[src/hdl/arprr_pkg.sv]
// Shared types and constants for the round-robin ARP binding table.
package arprr_pkg;

  localparam int ENTRIES_DEF = 16;
  localparam int IP_W        = 32;
  localparam int MAC_W       = 48;
  localparam int KIND_W      = 2;

  // Operation codes carried in the input tuser field; code 3 means nothing.
  typedef enum logic [KIND_W-1:0] {
    KIND_INSERT = 2'd0,
    KIND_LOOKUP = 2'd1,
    KIND_PURGE  = 2'd2
  } kind_t;

  typedef enum logic [1:0] {
    ST_IDLE,
    ST_SCAN,
    ST_FINISH
  } state_t;

endpackage

[src/hdl/arprr_ram.sv]
// Generic single-write, single-read RAM with registered read data.
module arprr_ram #(
  parameter int WIDTH = 8,
  parameter int DEPTH = 16
) (
  input  logic                     clk,
  input  logic                     we,
  input  logic [$clog2(DEPTH)-1:0] waddr,
  input  logic [WIDTH-1:0]         wdata,
  input  logic                     re,
  input  logic [$clog2(DEPTH)-1:0] raddr,
  output logic [WIDTH-1:0]         rdata
);

  logic [WIDTH-1:0] mem [DEPTH];

  always_ff @(posedge clk) begin
    if (we) begin
      mem[waddr] <= wdata;
    end
    if (re) begin
      rdata <= mem[raddr];
    end
  end

endmodule

[src/hdl/arp_cache_round_robin.sv]
// Top level of the round-robin IPv4-to-MAC binding table.
//
// The table holds ENTRIES bindings of an IPv4 address and a 48-bit MAC in one
// RAM row each, with a valid bit per slot in flip-flops that reset clears, so
// no clearing pass is needed after reset. Each input item carries an operation
// in s_axis_tuser: insert writes the slot under a round-robin pointer (valid or
// not) and advances the pointer with wrap; lookup searches for an address and
// returns the MAC of the most recently written valid match; purge invalidates
// every valid slot holding a MAC and leaves the pointer alone. Every item gives
// exactly one result item: m_axis_tuser is the hit flag and m_axis_tdata the
// MAC on a lookup hit, both zero otherwise (also for the unused code 3).
// Timing: the block takes one item at a time. Insert and the unused code go
// from idle straight to the finish state, which loads the output register
// once it is free, and the next item is taken back in idle. Lookup and purge
// walk the slots backward from the newest one, one RAM read and one compare
// per cycle through a single shared comparator, and then pass through the
// finish state in the same way; a lookup stops at its first hit. A finished
// result sits in the output register, and the next item is accepted while it
// waits; a later result is held until that one has been taken.
module arp_cache_round_robin #(
  parameter int ENTRIES = arprr_pkg::ENTRIES_DEF
) (
  input  logic                                       clk,
  input  logic                                       rst,
  // Input items
  input  logic                                       s_axis_tvalid,
  output logic                                       s_axis_tready,
  // [31:0] ip_addr, [79:32] hw_addr
  input  logic [arprr_pkg::IP_W+arprr_pkg::MAC_W-1:0] s_axis_tdata,
  // [1:0] kind
  input  logic [arprr_pkg::KIND_W-1:0]               s_axis_tuser,
  // Result items
  output logic                                       m_axis_tvalid,
  input  logic                                       m_axis_tready,
  // [47:0] found_mac
  output logic [arprr_pkg::MAC_W-1:0]                m_axis_tdata,
  // [0] hit
  output logic [0:0]                                 m_axis_tuser
);

  import arprr_pkg::*;

  localparam int AW    = $clog2(ENTRIES);
  localparam int CW    = $clog2(ENTRIES + 1);
  localparam int ROW_W = IP_W + MAC_W;

  // Sequencer state
  state_t state;
  state_t state_next;

  // Table state: pointer and valid bits in flip-flops, bindings in RAM
  logic [AW-1:0]      next_slot;
  logic [ENTRIES-1:0] valid;

  // Captured operation and search key
  kind_t              op;
  logic [IP_W-1:0]    key_ip;
  logic [MAC_W-1:0]   key_mac;

  // Scan control: read address, issued-read count, compare stage
  logic [AW-1:0]      addr;
  logic [CW-1:0]      cnt;
  logic               cmp_valid;
  logic               cmp_last;
  logic [AW-1:0]      cmp_idx;

  // Pending result and output register
  logic               res_hit;
  logic [MAC_W-1:0]   res_mac;
  logic               out_valid;
  logic               out_hit;
  logic [MAC_W-1:0]   out_mac;

  // Combinational control
  logic               in_acc;
  logic               out_acc;
  logic               issue;
  logic               load_out;
  logic               ram_we;
  logic [ROW_W-1:0]   ram_rdata;
  logic [IP_W-1:0]    rd_ip;
  logic [MAC_W-1:0]   rd_mac;
  logic [MAC_W-1:0]   cmp_a;
  logic [MAC_W-1:0]   cmp_b;
  logic               match;
  logic               found;
  logic [AW-1:0]      start_addr;
  logic [AW-1:0]      addr_dec;
  logic [AW-1:0]      slot_inc;
  kind_t              in_kind;

  assign in_kind = kind_t'(s_axis_tuser);

  // Binding RAM: row holds {mac, ip}
  arprr_ram #(
    .WIDTH (ROW_W),
    .DEPTH (ENTRIES)
  ) u_ram (
    .clk   (clk),
    .we    (ram_we),
    .waddr (next_slot),
    .wdata (s_axis_tdata),
    .re    (issue),
    .raddr (addr),
    .rdata (ram_rdata)
  );

  assign rd_ip  = ram_rdata[IP_W-1:0];
  assign rd_mac = ram_rdata[ROW_W-1:IP_W];

  // Shared comparator: lookup compares addresses, purge compares MACs
  always_comb begin
    if (op == KIND_LOOKUP) begin
      cmp_a = MAC_W'(rd_ip);
      cmp_b = MAC_W'(key_ip);
    end else begin
      cmp_a = rd_mac;
      cmp_b = key_mac;
    end
  end

  assign match = (state == ST_SCAN) && cmp_valid && valid[cmp_idx] && (cmp_a == cmp_b);
  assign found = match && (op == KIND_LOOKUP);

  // Pointer arithmetic with wrap over ENTRIES slots
  assign start_addr = (next_slot == '0) ? AW'(ENTRIES - 1) : next_slot - AW'(1);
  assign addr_dec   = (addr == '0) ? AW'(ENTRIES - 1) : addr - AW'(1);
  assign slot_inc   = (next_slot == AW'(ENTRIES - 1)) ? '0 : next_slot + AW'(1);

  // Next state
  always_comb begin
    state_next = state;
    case (state)
      ST_IDLE: begin
        if (s_axis_tvalid) begin
          if (in_kind inside {KIND_LOOKUP, KIND_PURGE}) begin
            state_next = ST_SCAN;
          end else begin
            state_next = ST_FINISH;
          end
        end
      end
      ST_SCAN: begin
        if (cmp_valid && (found || cmp_last)) begin
          state_next = ST_FINISH;
        end
      end
      ST_FINISH: begin
        if (!out_valid || m_axis_tready) begin
          state_next = ST_IDLE;
        end
      end
      default: state_next = ST_IDLE;
    endcase
  end

  // Control outputs
  always_comb begin
    s_axis_tready = 1'b0;
    issue         = 1'b0;
    load_out      = 1'b0;
    case (state)
      ST_IDLE:   s_axis_tready = 1'b1;
      ST_SCAN:   issue = (cnt != CW'(ENTRIES));
      ST_FINISH: load_out = !out_valid || m_axis_tready;
      default: begin
        s_axis_tready = 1'b0;
      end
    endcase
  end

  assign in_acc  = s_axis_tvalid && s_axis_tready;
  assign out_acc = out_valid && m_axis_tready;
  assign ram_we  = in_acc && (in_kind == KIND_INSERT);

  // Control registers
  always_ff @(posedge clk) begin
    if (rst) begin
      state     <= ST_IDLE;
      next_slot <= '0;
      valid     <= '0;
      out_valid <= 1'b0;
      cmp_valid <= 1'b0;
    end else begin
      state <= state_next;
      // Insert: claim the slot under the pointer and advance
      if (ram_we) begin
        valid[next_slot] <= 1'b1;
        next_slot        <= slot_inc;
      end
      // Purge: drop every matching slot
      if (match && (op == KIND_PURGE)) begin
        valid[cmp_idx] <= 1'b0;
      end
      if (in_acc) begin
        cmp_valid <= 1'b0;
      end else if (state == ST_SCAN) begin
        cmp_valid <= issue;
      end
      if (load_out) begin
        out_valid <= 1'b1;
      end else if (out_acc) begin
        out_valid <= 1'b0;
      end
    end
  end

  // Datapath registers
  always_ff @(posedge clk) begin
    if (in_acc) begin
      op      <= in_kind;
      key_ip  <= s_axis_tdata[IP_W-1:0];
      key_mac <= s_axis_tdata[ROW_W-1:IP_W];
      addr    <= start_addr;
      cnt     <= '0;
      res_hit <= 1'b0;
      res_mac <= '0;
    end
    // Advance the backward walk one slot per cycle
    if (issue) begin
      addr     <= addr_dec;
      cnt      <= cnt + CW'(1);
      cmp_idx  <= addr;
      cmp_last <= (cnt == CW'(ENTRIES - 1));
    end
    // Hold the newest matching binding
    if (found) begin
      res_hit <= 1'b1;
      res_mac <= rd_mac;
    end
    if (load_out) begin
      out_hit <= res_hit;
      out_mac <= res_mac;
    end
  end

  assign m_axis_tvalid   = out_valid;
  assign m_axis_tdata    = out_mac;
  assign m_axis_tuser[0] = out_hit;

endmodule
[config.mk]
export PLATFORM = sky130hd
export DESIGN_NAME = arp_cache_round_robin
export DESIGN_NICKNAME = d
export VERILOG_FILES = /design/src/hdl/arprr_pkg.sv /design/src/hdl/arprr_ram.sv /design/src/hdl/arp_cache_round_robin.sv
export SDC_FILE = /design/constraint.sdc
export NUM_CORES = 1
export LEC_CHECK = 0
export BUFFER_PORTS_ARGS = -buffer_cell sky130_fd_sc_hd__buf_2
export CAP_MARGIN = 20
export CORE_MARGIN = 10
export CORE_UTILIZATION = 65
export DETAILED_ROUTE_END_ITERATION = 16
export PLACE_DENSITY_LB_ADDON = 0.2
export SLEW_MARGIN = 20
export SYNTH_ARGS = -nofsm -noshare
export SYNTH_HDL_FRONTEND = slang
export SYNTH_HIERARCHICAL = 1
export SYNTH_SLANG_ARGS = --single-unit
[constraint.sdc]
create_clock -name clk -period 15.2 [get_ports clk]
set_input_delay 0 -clock clk [delete_from_list [all_inputs] [get_ports clk]]
set_output_delay 0 -clock clk [all_outputs]
set_load 0.01 [all_outputs]
==> out/qor.csv <==
metric,value,unit
CP Launch Type,register,
grt peak-use layer,met2,
Worst Setup End Kind,register,
gpl congestion,0.813,
syn_nets,2699,
initial antenna violation count,10,
sequential share of the synthesized area,80.1,%
maximum VDD drop,0.000115,V
area of the multi-input gates,11200,sq um
Final TNS setup,0,ns
DRC Markers,0,
"Max FO, Critical Path",51,
I/O pin total,137,
outcome,completed,
Power Total,9970,uW
PD cells,149,nW/um^2
Most used DFF post-synth,edfxtp_1,
first-pass GRT wire length,197000,um
largest net degree at the start of global routing,163,
WL/cell,31.6,um
relative slew slack,29.3,%
Layout Nets,3017,
drt total wl,134000,um
Final Slew Violations,0,
share of cells above drive strength 1,25.2,%
Area growth syn-to-layout,13.6,%
Area after DPL,61000,sq um
Final ANT Viol Nets,0,
asr flop ratio synth,0,%
Slew @ Worst Pin,1.06,ns
Post-synth EDFFs,1553,
min Tclk post-route,4.91,ns
DIE AREA,103000,sq um
design area,66800,sq um
skew final,0.0243,ns
Starting Density,65.5,%
CTS Buffer Depth,3,
final hold violation count,0,
Synth cell types,43,
later-pin clock latency in the skew report,0.74,ns
# setup viols final,0,
fillers,4733,
Leakage,0.0217,uW
FP Rows,110,
met2 Use GR,42.7,%
Hold Path Class,in -> reg,
Commonest cells post-synth,"1,553 x edfxtp_1, 324 x mux4_2, 163 x a22oi_1",
initial drt markers,3500,
Final Cycle Share,32.3,%
"FF+latch count, synth",1578,
CTS tree,built,
"count leader, synth",edfxtp_1,
Worst Path Required,15.67,ns
First-pass DRT Iterations,6,
overall die width,321,um
HPWL after DPL,67700,um
TritonCTS Buffers,150,
largest area contributor in the synthesized netlist,edfxtp_1,
# Post-CTS Setup Buffers,0,
Mapped Avg Cell Area,22.6,sq um
Worst Path Arrival,5.38,ns
RSZ-0062 raised after global routing,no,
"CTS clk-pin slew, worst paths",0.06,ns
post-synth top area share,79.2,%
met3 Resource Use GR,5.37,%
Synth area leaders,"edfxtp_1 79%, mux4_2 12%, a22oi_1 2.1%",
H-tree depth,4,
Synth Instances,2603,
vias per std cell,6.72,
"Core Util, Final",74.4,%
Vias,28400,
M1 GR Usage,35.8,%
number of port buffers,136,
Crit Path Category,reg -> reg,
chip height,321,um
root buffer cell,clkbuf_16,
Core Region,89900,sq um
f_max,204,MHz
Max-Cap Viols,0,
clock sink count,1578,
gr usage total,26.3,%
vias in the first global route,29300,
Seq. cell area,47100,sq um
synth warn,6,
gr ovfl total,0,
synthesized area,58800,sq um
layout by cell type, fill, tap and decap left out, drive strengths merged, types with 2 or more instances in the layout:
cell type       n
a211oi         12
a21oi          20
a22oi         164
a31oi          14
a41oi           2
and2           50
and3            5
buf           198
bufinv         12
clkbuf        190
clkinv         63
clkinvlp        6
dfxtp          25
diode           2
dlygate4sd3    90
edfxtp       1553
ha             10
inv            20
mux4          324
nand2          88
nand2b          5
nand3          10
nand3b          2
nand4          22
nor2           35
nor2b          11
nor3            9
nor4            3
o21ai           3
or2             6
xnor2          83
xor2            3
final timing paths:
path | startpoint | slack [ns] | cells after the start | endpoint
max reg2reg | addr[0] | 10.29 | 7 | u_ram/rdata[10]
max | addr[0] | 10.29 | 7 | u_ram/rdata[10]
min | s_axis_tdata[74] | 0.19 | 2 | u_ram/mem[5][74]
min reg2reg | res_mac[12] | 0.42 | 0 | m_axis_tdata[12]
critical path, stage by stage, from the launching register on:
cell and delay (ns):
edfxtp_1 0.33, buf_4 0.68, buf_4 0.89, buf_4 0.82, buf_4 0.86, mux4_2 0.60
a22oi_1 0.27, nand2_1 0.10
registers in the layout (all words and copies together) (netlist names), 2 cells and up:
register	cells
key_mac	48
cnt	5
addr	4
op	2
cmp_idx	4
key_ip	32
m_axis_tdata	48
u_ram/rdata	80
valid	16
state	2
next_slot	4
u_ram/mem	1280
res_mac	48
power by group:
part           switching [uW]  internal, uW  leakage (uW)  total [uW]
combinational             708           516       0.00503        1220
clock                    1550          2090       0.00234        3640
sequential               85.5          5020        0.0143        5100
stage by stage:
stage,worst slack (ns),hold slack [ns],instances
3_3_place_gp,10.08,0.203,3849
6_report,10.29,0.189,4225
5_1_grt,9.65,0.183,4224
2_1_floorplan,7.36,0.0989,2603
4_1_cts,9.97,0.143,4219
3_5_place_dp,10.01,0.203,3851
per-layer routing:
layer	share of wire, %	vias up
li1	-	11600
met3	9.8	293
met5	0.077	-
met2	50	1697
met1	37	14800
met4	3.0	18
kinds of logic after synthesis:
kind of cell	after synthesis	synth area share, %
buffers and inverters	135	1.14
DFF	1578	80.1
muxes	325	12.4
adders and majority gates	10	0.213
and+or+nand+nor	249	2.12
xor gates and xnor gates	86	1.28
AOI/OAI and AO/OA	220	2.74
area by class of cell:
cell class	count	share of cell area, %
flip-flops and latches	1578	70.5
multi-input cells	890	16.8
repair buffers	288	3.24
well taps	1176	2.20
clock inverters	88	1.16
clock buffers	190	6.03
diodes	2	0.00749
inverters	13	0.0805
repair_timing:
| item | 4_1_cts | 5_1_grt |
|---|---|---|
| endpoints found under the hold margin | 1387 | 0 |
| setup endpoints to repair | 0 | 0 |
| hold buffers | 90 | 0 |
| resized for setup | 0 | 0 |
(Power assumes the default switching activity.)
